$ cat src/hw/rtl/bsps_pkg.sv
// shared types, codes and the quarter-wave sine table for the phase sweep
package bsps_pkg;

  localparam int ANGLE_W = 9;
  localparam int CNT_W   = 6;
  localparam int IDX_W   = 5;
  localparam int ROM_W   = 16;
  localparam int ROMA_W  = 7;
  localparam int PROD_W  = 24;
  localparam int CFG_W   = 9;
  localparam int CFGA_W  = 1;

  localparam logic [ANGLE_W-1:0] DEG_90  = 9'd90;
  localparam logic [ANGLE_W-1:0] DEG_180 = 9'd180;
  localparam logic [ANGLE_W-1:0] DEG_270 = 9'd270;
  localparam logic [ANGLE_W-1:0] DEG_360 = 9'd360;

  typedef enum logic [1:0] {
    OP_START = 2'd0,
    OP_RESP  = 2'd1,
    OP_NORESP = 2'd2,
    OP_STEER = 2'd3
  } opcode_t;

  localparam logic [CFGA_W-1:0] REG_ANT_COUNT  = 1'b0;
  localparam logic [CFGA_W-1:0] REG_ANGLE_STEP = 1'b1;

  function automatic logic [ROM_W-1:0] sine_q15(input logic [ROMA_W-1:0] idx);
    logic [ROM_W-1:0] v;
    case (idx)
      7'd0:  v = 16'd0;     7'd1:  v = 16'd572;   7'd2:  v = 16'd1144;
      7'd3:  v = 16'd1715;  7'd4:  v = 16'd2286;  7'd5:  v = 16'd2856;
      7'd6:  v = 16'd3425;  7'd7:  v = 16'd3993;  7'd8:  v = 16'd4560;
      7'd9:  v = 16'd5126;  7'd10: v = 16'd5690;  7'd11: v = 16'd6252;
      7'd12: v = 16'd6813;  7'd13: v = 16'd7371;  7'd14: v = 16'd7927;
      7'd15: v = 16'd8481;  7'd16: v = 16'd9032;  7'd17: v = 16'd9580;
      7'd18: v = 16'd10126; 7'd19: v = 16'd10668; 7'd20: v = 16'd11207;
      7'd21: v = 16'd11743; 7'd22: v = 16'd12275; 7'd23: v = 16'd12803;
      7'd24: v = 16'd13328; 7'd25: v = 16'd13848; 7'd26: v = 16'd14365;
      7'd27: v = 16'd14876; 7'd28: v = 16'd15384; 7'd29: v = 16'd15886;
      7'd30: v = 16'd16384; 7'd31: v = 16'd16877; 7'd32: v = 16'd17364;
      7'd33: v = 16'd17847; 7'd34: v = 16'd18324; 7'd35: v = 16'd18795;
      7'd36: v = 16'd19261; 7'd37: v = 16'd19720; 7'd38: v = 16'd20174;
      7'd39: v = 16'd20622; 7'd40: v = 16'd21063; 7'd41: v = 16'd21498;
      7'd42: v = 16'd21926; 7'd43: v = 16'd22348; 7'd44: v = 16'd22763;
      7'd45: v = 16'd23170; 7'd46: v = 16'd23571; 7'd47: v = 16'd23965;
      7'd48: v = 16'd24351; 7'd49: v = 16'd24730; 7'd50: v = 16'd25102;
      7'd51: v = 16'd25466; 7'd52: v = 16'd25822; 7'd53: v = 16'd26170;
      7'd54: v = 16'd26510; 7'd55: v = 16'd26842; 7'd56: v = 16'd27166;
      7'd57: v = 16'd27482; 7'd58: v = 16'd27789; 7'd59: v = 16'd28088;
      7'd60: v = 16'd28378; 7'd61: v = 16'd28660; 7'd62: v = 16'd28932;
      7'd63: v = 16'd29197; 7'd64: v = 16'd29452; 7'd65: v = 16'd29698;
      7'd66: v = 16'd29935; 7'd67: v = 16'd30163; 7'd68: v = 16'd30382;
      7'd69: v = 16'd30592; 7'd70: v = 16'd30792; 7'd71: v = 16'd30983;
      7'd72: v = 16'd31164; 7'd73: v = 16'd31336; 7'd74: v = 16'd31499;
      7'd75: v = 16'd31651; 7'd76: v = 16'd31795; 7'd77: v = 16'd31928;
      7'd78: v = 16'd32052; 7'd79: v = 16'd32166; 7'd80: v = 16'd32270;
      7'd81: v = 16'd32365; 7'd82: v = 16'd32449; 7'd83: v = 16'd32524;
      7'd84: v = 16'd32588; 7'd85: v = 16'd32643; 7'd86: v = 16'd32688;
      7'd87: v = 16'd32723; 7'd88: v = 16'd32748; 7'd89: v = 16'd32763;
      7'd90: v = 16'd32768;
      default: v = 16'd32768;
    endcase
    return v;
  endfunction

endpackage

$ cat src/hw/rtl/beam_steering_phase_sweep.sv
// top level: steering angle sequencer and per-antenna phase emitter
//
//  channel  | signals                               | beat contents
//  ---------+---------------------------------------+------------------------------------
//  in_      | in_tvalid in_tready in_tdata[15:0]    | opcode, angle_deg
//  out_     | out_tvalid out_tready out_tdata out_tlast | antenna_index, phase_deg; last
//  cfg_     | cfg_wr_en cfg_index cfg_wdata[8:0]    | 0 ant_count, 1 angle_step
//
//  an event steps through operand wrap, angle add, angle fold, sine lookup and
//  increment scaling, then emits one antenna per cycle through the shared modular adder
//  while the output side does not stall; the idle state takes the beat of the next
//  event only once the previous event is through
//  a stalled output holds the emitter; in_tready is high only while idle
//  rst_n is synchronous; it clears angle, sequencer, accumulator and output valid and resets the config registers
module beam_steering_phase_sweep import bsps_pkg::*; #(
  parameter int ANT_MAX   = 32,
  parameter int FRAC_BITS = 8
) (
  input  logic              clk,
  input  logic              rst_n,
  input  logic              in_tvalid,
  output logic              in_tready,
  input  logic [15:0]       in_tdata,   // opcode[1:0], angle_deg[10:2]
  output logic              out_tvalid,
  input  logic              out_tready,
  output logic [15:0]       out_tdata,  // antenna_index[4:0], phase_deg[13:5]
  output logic              out_tlast,
  input  logic              cfg_wr_en,
  input  logic [CFGA_W-1:0] cfg_index,
  input  logic [CFG_W-1:0]  cfg_wdata
);

  localparam int AW = ANGLE_W + FRAC_BITS;
  localparam logic [AW-1:0] MOD_PH = AW'(360) << FRAC_BITS;
  localparam logic [AW-1:0] MOD_AN = AW'(360);
  localparam logic [AW-1:0] MOD_WRAP = AW'(1) << ANGLE_W;
  localparam logic [CNT_W:0] CNT_MAX = (CNT_W+1)'(ANT_MAX);

  typedef enum logic [2:0] {
    S_IDLE, S_WRAP, S_ANGLE, S_FOLD, S_LOOK, S_INC, S_EMIT
  } state_t;

  state_t             state_r, state_nxt;
  opcode_t            op_r, op_nxt;
  logic [ANGLE_W-1:0] ang_in_r, ang_in_nxt;
  logic [ANGLE_W-1:0] tmp_r, tmp_nxt;
  logic [ANGLE_W-1:0] angle_r, angle_nxt;
  logic [CNT_W-1:0]   ant_count_r, ant_count_nxt;
  logic [ANGLE_W-1:0] angle_step_r, angle_step_nxt;
  logic [CNT_W-1:0]   cnt_r, cnt_nxt;
  logic [CNT_W-1:0]   idx_r, idx_nxt;
  logic [AW-1:0]      inc_r, inc_nxt;
  logic [AW-1:0]      acc_r, acc_nxt;
  logic               ovalid_r, ovalid_nxt;
  logic [15:0]        odata_r, odata_nxt;
  logic               olast_r, olast_nxt;

  logic [AW-1:0]      add_a, add_b, add_m, add_y;
  logic [PROD_W-1:0]  prod;
  logic               neg;
  logic [PROD_W+FRAC_BITS-1:0] rnd;
  logic [AW-1:0]      mag;
  logic [CNT_W-1:0]   cnt_sat;
  logic               is_last;
  logic               out_free;

  bsps_modadd #(.W(AW)) u_add (
    .a(add_a), .b(add_b), .m(add_m), .y(add_y)
  );

  bsps_sine u_sine (
    .clk(clk), .load(state_r == S_LOOK), .angle(angle_r), .prod(prod), .neg(neg)
  );

  assign rnd     = {prod, FRAC_BITS'(0)} + (PROD_W+FRAC_BITS)'(16384);
  assign mag     = rnd[AW+14:15];
  assign cnt_sat = ({1'b0, ant_count_r} > CNT_MAX) ? CNT_MAX[CNT_W-1:0] : ant_count_r;
  assign is_last = (idx_r + CNT_W'(1)) == cnt_r;
  assign out_free = !ovalid_r || out_tready;

  // operand select for the shared adder
  always_comb begin
    add_a = AW'(tmp_r);
    add_b = '0;
    add_m = MOD_AN;
    unique case (state_r)
      S_WRAP: begin
        add_a = (op_r == OP_STEER) ? AW'(ang_in_r) : AW'(angle_step_r);
      end
      S_ANGLE: begin
        add_a = AW'(angle_r);
        add_b = AW'(tmp_r);
        add_m = MOD_WRAP;
      end
      S_EMIT: begin
        add_a = acc_r;
        add_b = inc_r;
        add_m = MOD_PH;
      end
      default: begin
        add_a = AW'(tmp_r);
      end
    endcase
  end

  always_comb begin
    state_nxt      = state_r;
    op_nxt         = op_r;
    ang_in_nxt     = ang_in_r;
    tmp_nxt        = tmp_r;
    angle_nxt      = angle_r;
    ant_count_nxt  = ant_count_r;
    angle_step_nxt = angle_step_r;
    cnt_nxt        = cnt_r;
    idx_nxt        = idx_r;
    inc_nxt        = inc_r;
    acc_nxt        = acc_r;
    ovalid_nxt     = ovalid_r && !out_tready;
    odata_nxt      = odata_r;
    olast_nxt      = olast_r;

    if (cfg_wr_en) begin
      unique case (cfg_index)
        REG_ANT_COUNT:  ant_count_nxt  = cfg_wdata[CNT_W-1:0];
        REG_ANGLE_STEP: angle_step_nxt = cfg_wdata;
        default: ;
      endcase
    end

    unique case (state_r)
      S_IDLE: begin
        if (in_tvalid) begin
          op_nxt     = opcode_t'(in_tdata[1:0]);
          ang_in_nxt = in_tdata[10:2];
          state_nxt  = S_WRAP;
        end
      end
      S_WRAP: begin
        tmp_nxt   = add_y[ANGLE_W-1:0];
        state_nxt = S_ANGLE;
      end
      S_ANGLE: begin
        // angle sum keeps its low 9 bits before the fold
        case (op_r)
          OP_START: tmp_nxt = '0;
          OP_STEER: tmp_nxt = tmp_r;
          default:  tmp_nxt = add_y[ANGLE_W-1:0];
        endcase
        state_nxt = S_FOLD;
      end
      S_FOLD: begin
        angle_nxt = add_y[ANGLE_W-1:0];
        state_nxt = S_LOOK;
      end
      S_LOOK: begin
        cnt_nxt   = cnt_sat;
        state_nxt = S_INC;
      end
      S_INC: begin
        if (mag == '0) begin
          inc_nxt = '0;
        end else if (neg) begin
          inc_nxt = MOD_PH - mag;
        end else begin
          inc_nxt = mag;
        end
        acc_nxt   = '0;
        idx_nxt   = '0;
        state_nxt = (cnt_r == '0) ? S_IDLE : S_EMIT;
      end
      S_EMIT: begin
        if (out_free) begin
          ovalid_nxt = 1'b1;
          odata_nxt  = {2'b00, acc_r[AW-1 -: ANGLE_W], idx_r[IDX_W-1:0]};
          olast_nxt  = is_last;
          acc_nxt    = add_y;
          idx_nxt    = idx_r + CNT_W'(1);
          if (is_last) begin
            state_nxt = S_IDLE;
          end
        end
      end
      default: state_nxt = S_IDLE;
    endcase
  end

  always_ff @(posedge clk) begin
    if (!rst_n) begin
      state_r      <= S_IDLE;
      angle_r      <= '0;
      ant_count_r  <= CNT_W'(32);
      angle_step_r <= ANGLE_W'(10);
      ovalid_r     <= 1'b0;
      acc_r        <= '0;
    end else begin
      state_r      <= state_nxt;
      angle_r      <= angle_nxt;
      ant_count_r  <= ant_count_nxt;
      angle_step_r <= angle_step_nxt;
      ovalid_r     <= ovalid_nxt;
      acc_r        <= acc_nxt;
    end
    op_r     <= op_nxt;
    ang_in_r <= ang_in_nxt;
    tmp_r    <= tmp_nxt;
    cnt_r    <= cnt_nxt;
    idx_r    <= idx_nxt;
    inc_r    <= inc_nxt;
    odata_r  <= odata_nxt;
    olast_r  <= olast_nxt;
  end

  assign in_tready  = (state_r == S_IDLE);
  assign out_tvalid = ovalid_r;
  assign out_tdata  = odata_r;
  assign out_tlast  = olast_r;

`ifndef ASSERT_OFF
  a_angle_range: assert property (@(posedge clk) disable iff (!rst_n)
    angle_r < DEG_360) else $error("steering angle out of range");

  a_acc_range: assert property (@(posedge clk) disable iff (!rst_n)
    acc_r < MOD_PH) else $error("phase accumulator not reduced");

  a_out_hold: assert property (@(posedge clk) disable iff (!rst_n)
    (out_tvalid && !out_tready) |=>
      (out_tvalid && $stable(out_tdata) && $stable(out_tlast)))
    else $error("output beat changed while stalled");
`endif

endmodule

$ cat src/hw/rtl/bsps_modadd.sv
// shared modular adder: (a + b) mod m for a, b below m
module bsps_modadd import bsps_pkg::*; #(
  parameter int W = 17
) (
  input  logic [W-1:0] a,
  input  logic [W-1:0] b,
  input  logic [W-1:0] m,
  output logic [W-1:0] y
);

  logic [W:0] sum;
  logic [W:0] diff;

  assign sum  = {1'b0, a} + {1'b0, b};
  assign diff = sum - {1'b0, m};
  assign y    = (sum >= {1'b0, m}) ? diff[W-1:0] : sum[W-1:0];

endmodule

$ cat src/hw/rtl/bsps_sine.sv
// quadrant fold, sine table lookup and scaling by 180 degrees, registered
module bsps_sine import bsps_pkg::*; (
  input  logic               clk,
  input  logic               load,
  input  logic [ANGLE_W-1:0] angle,
  output logic [PROD_W-1:0]  prod,
  output logic               neg
);

  logic [ANGLE_W-1:0] fold;
  logic               neg_nxt;
  logic [PROD_W-1:0]  prod_r;
  logic               neg_r;

  always_comb begin
    fold    = angle;
    neg_nxt = 1'b0;
    if (angle <= DEG_90) begin
      fold = angle;
    end else if (angle <= DEG_180) begin
      fold = DEG_180 - angle;
    end else if (angle <= DEG_270) begin
      fold    = angle - DEG_180;
      neg_nxt = 1'b1;
    end else begin
      fold    = DEG_360 - angle;
      neg_nxt = 1'b1;
    end
  end

  always_ff @(posedge clk) begin
    if (load) begin
      prod_r <= PROD_W'(sine_q15(fold[ROMA_W-1:0])) * PROD_W'(180);
      neg_r  <= neg_nxt;
    end
  end

  assign prod = prod_r;
  assign neg  = neg_r;

endmodule

$ cat config.mk
export PLATFORM = sky130hd
export DESIGN_NAME = beam_steering_phase_sweep
export DESIGN_NICKNAME = d
export VERILOG_FILES = /design/src/hw/rtl/bsps_pkg.sv /design/src/hw/rtl/beam_steering_phase_sweep.sv /design/src/hw/rtl/bsps_modadd.sv /design/src/hw/rtl/bsps_sine.sv
export SDC_FILE = /design/constraint.sdc
export NUM_CORES = 1
export LEC_CHECK = 0
export ABC_AREA = 1
export BUFFER_PORTS_ARGS = -buffer_cell sky130_fd_sc_hd__buf_2
export CAP_MARGIN = 20
export CELL_PAD_IN_SITES_DETAIL_PLACEMENT = 2
export CELL_PAD_IN_SITES_GLOBAL_PLACEMENT = 2
export CORE_MARGIN = 4
export CORE_UTILIZATION = 35
export CTS_CLUSTER_DIAMETER = 80
export DETAILED_ROUTE_END_ITERATION = 10
export PLACE_DENSITY_LB_ADDON = 0.1
export SLEW_MARGIN = 20
export SYNTH_ARGS = -nofsm -noshare
export SYNTH_HDL_FRONTEND = slang
export SYNTH_SLANG_ARGS = --single-unit
$ cat constraint.sdc
create_clock -name clk -period 10.6 [get_ports clk]
set_input_delay 2.12 -clock clk [delete_from_list [all_inputs] [get_ports clk]]
set_output_delay 2.12 -clock clk [all_outputs]
set_load 0.01 [all_outputs]
==> flow_summary.toml, run 1 <==
[run_status]
status = "finished, final reports clean"

[clock_tree]
cts_sinks = 128
cts_buffers = 17
cts_setup_buffers = 0
clockBufferDepth = 2
cts_tree = "yes"
cts_resized = 0
path_clk_slew_ps = 60
htree_levels = 4
insertion_delay_ps = 430
root_buffer = "clkbuf_16"
holdBufCountCts = 0

[sta]
hold_viol_final = 0
fin_crit_sh = 0.713
worst_pin_slew_ps = 982
setup_viol = 0
finalCriticalPeriod_ps = 7560
fin_tns_setup_ps = 0
fin_worst_skew_ps = 11.7
max_slew_margin = 0.344
finalWorstSetupSlack_ps = 3040
fmax_mhz = 132
slew_viol_final = 0
grt_setup_unrepaired = "false"

[grt]
grt_pass1_vias = 12476
antenna_found_initial = 0
grt_pass1_wl_mm = 65.7
grt_max_degree = 46
overflow = 0
grtUsageTotal = 0.225

[critical_path]
max_stage_delay_ps = 680
worst-setup-path-type = "reg -> reg"
critPathRequiredTime_ps = 10770
start_kind = "register"
cp_common_cell = "nand2_1"
crit_slowest_cell = "dfxtp_1"
cp.arrival_ps = 7730
cp_max_fo = 29
cp-end-kind = "register"

[route]
via_per_inst = 5.15
route.detailed.drc = 0
drt_iter0_markers = 502
drt-total-wl_mm = 39.7
vias = 11185
routedWlPerCell_um = 18.3
ant_nets = 0
dr.pass1.iters = 5

[cells_and_area]
nFillCells = 4069
final_nets = 1858
layout-drive-gt1-share = 0.0809
multiInputGateArea_mm2 = 0.00702
seq_area_mm2 = 0.00339
most-common-layout-cells = "nand2_1 (421), inv_1 (252), nor2_1 (175)"
layout_commonest_cell = "nand2_1"
n_antenna_cell = 0
syn2layout_area_growth_pct = 10.3

[job]
drv_cap = 0

[min_path]
hp-class = "reg -> reg"

[synth]
synth_edf_count = 83
synthFlopType = "edfxtp_1"
synthAdderAreaFrac = 0.135
synthCells = 1691
netlist_area_mm2 = 0.0117
synthDistinctLibCells = 51
synth_top_family_by_area = "simple AND/OR/NAND/NOR gates"
synth_area_leaders = "edfxtp_1 (21%), nand2_1 (14%), ha_1 (8.9%)"
synth_compound_area_frac = 0.106
synth_seq_cells = 128
yosys_warnings = 0
yosysTopAreaCellShare = 0.214
synth_xor_area_frac = 0.0495
synth_area_per_cell_um2 = 6.90
muxShareOfSynthArea = 0
synth_top_cell_by_area = "edfxtp_1"
ys_async_sr_fraction = 0
yosysSeqAreaShare = 0.291
synth-simple-area-share = 0.309

[place]
place_hpwl_mm = 31.4
dp_slack_ps = 2960
port_buffers = 42
gp_congestion = 0.898

[die]
fp.dieH_um = 191
core_area_mm2 = 0.0327
die_w_um = 191
start_util = 0.357
ios = 50
die_area_mm2 = 0.0363
core.rowCount = 66
state kept, by name, indices dropped and copies added, names as in the netlist:
signal,cells
op_r,2
inc_r,17
cnt_r,6
out_tdata,14
ang_in_r,9
acc_r,17
angle_r,9
u_sine.neg,1
state_r,3
angle_step_r,9
idx_r,6
u_sine.prod,18
ant_count_r,6
out_tlast,1
out_tvalid,1
tmp_r,9
through the flow:
| stage | utilization | instance area [µm²] | cells | hold slack (ps) |
|---|---|---|---|---|
| after floorplan | - | 11700 | 1692 | 426 |
| after global placement | 0.375 | 12300 | 2140 | 442 |
| after detailed placement | 0.375 | 12300 | 2140 | 454 |
| after CTS | 0.393 | 12900 | 2172 | 472 |
| after global routing | 0.393 | 12900 | 2172 | 487 |
| final | 0.393 | 12900 | 2172 | 471 |
cells in the mapped netlist, types with 21 or more instances:
| cell type | count |
|---|---|
| nand4_1 | 21 |
| xor2_1 | 43 |
| nor2_1 | 177 |
| edfxtp_1 | 83 |
| nand3_1 | 160 |
| nand2_1 | 421 |
| xnor2_1 | 21 |
| nor3_1 | 21 |
| inv_1 | 252 |
| ha_1 | 83 |
| a21oi_1 | 107 |
| fa_1 | 27 |
| o21ai_0 | 70 |
| dfxtp_1 | 45 |
metal layers:
metal / vias to the layer above / GRT usage / routed length, µm
met5: - / 0 / 0
met2: 114 / 0.422 / 20800
met4: 0 / 0.0519 / 671
met3: 39 / 0.0245 / 700
met1: 5521 / 0.275 / 17500
li1: 5511 / - / -
critical path: cells and delay by family (launching register included):
| family | cells | cell delay, ps |
|---|---|---|
| AOI/OAI and AO/OA | 6 | 1180 |
| xor gates and xnor gates | 1 | 100 |
| adders and majority gates | 6 | 2540 |
| buffers and inverters | 5 | 1070 |
| DFF | 1 | 680 |
| and+or+nand+nor | 14 | 1740 |
path summary, 6_finish.rpt:
path / from / to / slack (ps) / cells after the start
setup / recovery: angle_r[0] / u_sine.prod[20] / 3040 / 32
hold / removal: acc_r[9] / out_tdata[6] / 470 / 0
setup reg to reg: angle_r[0] / u_sine.prod[20] / 3040 / 32
hold reg to reg: acc_r[9] / out_tdata[6] / 470 / 0
logic make-up after synthesis:
group | count (synthesis)
other cells | 1
simple gates | 847
buf+inv | 314
flops | 128
xor+xnor | 65
fa+ha+maj | 110
compound gates | 226
cell type report:
| cell class | count | area share |
|---|---|---|
| multi-input cells | 1250 | 0.546 |
| flip-flops and latches | 128 | 0.264 |
| inverters | 268 | 0.0786 |
| well taps | 442 | 0.0430 |
| clock buffers | 19 | 0.0361 |
| repair buffers | 52 | 0.0222 |
| clock inverters | 13 | 0.0107 |
Power of run 1 is left out: the tool's default activity adds up to more than one toggle a clock period on the data nets, which glitch-free logic cannot reach.
==> inputs of run 2 (changes only) <==
- ABC_AREA: 1 -> 0
- clock period: 10.6 -> 7.6 ns (I/O delays scaled with it)
==> run 2 against run 1 <==
- sequential cell count unchanged
- final cell count down 15%
- register-to-register slack got worse by 2400 ps
- largest cell class unchanged
- sequential share of layout area down 0.13 points
- critical path type unchanged
- setup slack lost 2400 ps
- via count is 6.9% lower
- clock skew down 3.0 ps
==> flow_summary.toml, run 2 <==
[run_status]
status = "finished, final reports clean"

[critical_path]
cp-end-kind = "register"
start_kind = "register"
cp.arrival_ps = 7160
worst-setup-path-type = "reg -> reg"
crit_slowest_cell = "o21ai_0"
path_delay_family = "compound AO/OA/AOI/OAI gates"
cp_common_cell = "ha_1"
critPathRequiredTime_ps = 7770
cp_max_fo = 7
max_stage_delay_ps = 550
path_buf_inv = 2

[route]
drt_iter0_markers = 630
ant_nets = 0
dr.pass1.iters = 5
routedWlPerCell_um = 21.0
drt-total-wl_mm = 38.8
via_per_inst = 5.64
vias = 10408
route.detailed.drc = 0

[clock_tree]
insertion_delay_ps = 430
cts_buffers = 17
cts_sinks = 128
cts_tree = "yes"
path_clk_slew_ps = 60
htree_levels = 4
root_buffer = "clkbuf_16"
clockBufferDepth = 2
holdBufCountCts = 0

[sta]
finalWorstSetupSlack_ps = 611
fin_tns_setup_ps = 0
setup_viol = 0
slew_viol_final = 0
hold_viol_final = 0
worst_pin_slew_ps = 964
fin_crit_sh = 0.920
finalCriticalPeriod_ps = 6990
fmax_mhz = 143
max_slew_margin = 0.355
grt_setup_unrepaired = "false"
fin_worst_skew_ps = 8.65

[cells_and_area]
largest_register_ffs = 18
n_antenna_cell = 0
final_nets = 1532
most-common-layout-cells = "nand2_1 (146), nor2_1 (115), a21oi_1 (89)"
layout_commonest_cell = "nand2_1"
final_cells = 1846
layout-drive-gt1-share = 0.118
syn2layout_area_growth_pct = 12.4
final_util = 0.398

[place]
dp_slack_ps = 357
place_hpwl_mm = 29.7
gp_congestion = 0.901
port_buffers = 42
dp.cells = 1811

[synth]
synth_area_leaders = "edfxtp_1 (22%), ha_1 (9.0%), dfxtp_1 (7.8%)"
ys_async_sr_fraction = 0
synthFlopType = "edfxtp_1"
yosys-top-cells-count = "nand2_1 (146), nor2_1 (118), a21oi_1 (90)"
synth_top_cell_by_area = "edfxtp_1"
synth_edf_count = 83
synth_seq_cells = 128
synthCells = 1361
synthDistinctLibCells = 92
yosysSeqAreaShare = 0.295
synth_area_per_cell_um2 = 8.47
synth_most_common_cell = "nand2_1"
yosys_warnings = 0
netlist_area_mm2 = 0.0115
yosysTopAreaCellShare = 0.216

[die]
die_area_mm2 = 0.0359
core.rowCount = 66
fp.dieH_um = 189
die_w_um = 189
start_util = 0.354
core_area_mm2 = 0.0325
ios = 50

[grt]
grt_max_degree = 60
grt_pass1_wl_mm = 62.9
grtUsageTotal = 0.217
overflow = 0
antenna_found_initial = 0
grt_pass1_vias = 11238

[job]
drv_cap = 0

[min_path]
hp-class = "reg -> reg"
-- run 2: worst paths after layout --
kind / startpoint / to / slack (ps) / cells past startpoint
setup / recovery: angle_r[0] / u_sine.prod[20] / 610 / 26
hold / removal: acc_r[9] / out_tdata[6] / 460 / 0
setup reg to reg: angle_r[0] / u_sine.prod[20] / 610 / 26
hold reg to reg: acc_r[9] / out_tdata[6] / 460 / 0
-- run 2: routing by layer --
metal | track usage | vias up | wire (µm)
met1 | 0.270 | 5221 | 17200
met4 | 0.0640 | 0 | 932
met2 | 0.399 | 151 | 19900
met5 | 0 | - | 0
li1 | - | 4993 | -
met3 | 0.0208 | 43 | 798
-- run 2: cell type report --
type / count / area (µm²)
clock buffer: 23 / 512
multi-input combinational: 1069 / 7440
timing repair buffer: 86 / 566
fill: 3688 / 19600
sequential: 128 / 3400
tap: 442 / 553
clock inverter: 9 / 143
inverter: 89 / 334
-- run 2: worst reg2reg max path, delay by kind of cell, from the launching register on --
kind / cells / cell delay [ps]
mux: 1 / 290
simple gates: 3 / 310
buf+inv: 2 / 350
compound gates: 14 / 3110
fa+ha+maj: 6 / 2260
flops: 1 / 430
-- run 2: what timing repair did --
item,4_1_cts,5_1_grt
setup endpoints to repair,0,4
buffers inserted,0,3
resized for setup,0,10
-- run 2: logic make-up after synthesis --
family	count (synthesis)	share of synthesized area
xor gates and xnor gates	81	0.0652
AOI/OAI and AO/OA	369	0.213
DFF	128	0.295
muxes	33	0.0295
buffers and inverters	165	0.0631
other	1	0.000325
and+or+nand+nor	473	0.196
adders and majority gates	111	0.138
-- run 2: through the flow --
stage / area (µm²) / hold WS, ps
5_1_grt: 12900 / 469
6_report: 12900 / 460
3_3_place_gp: 12200 / 433
3_5_place_dp: 12200 / 443
4_1_cts: 12900 / 459
2_1_floorplan: 11500 / 422
Power of run 2 is left out for the same reason.
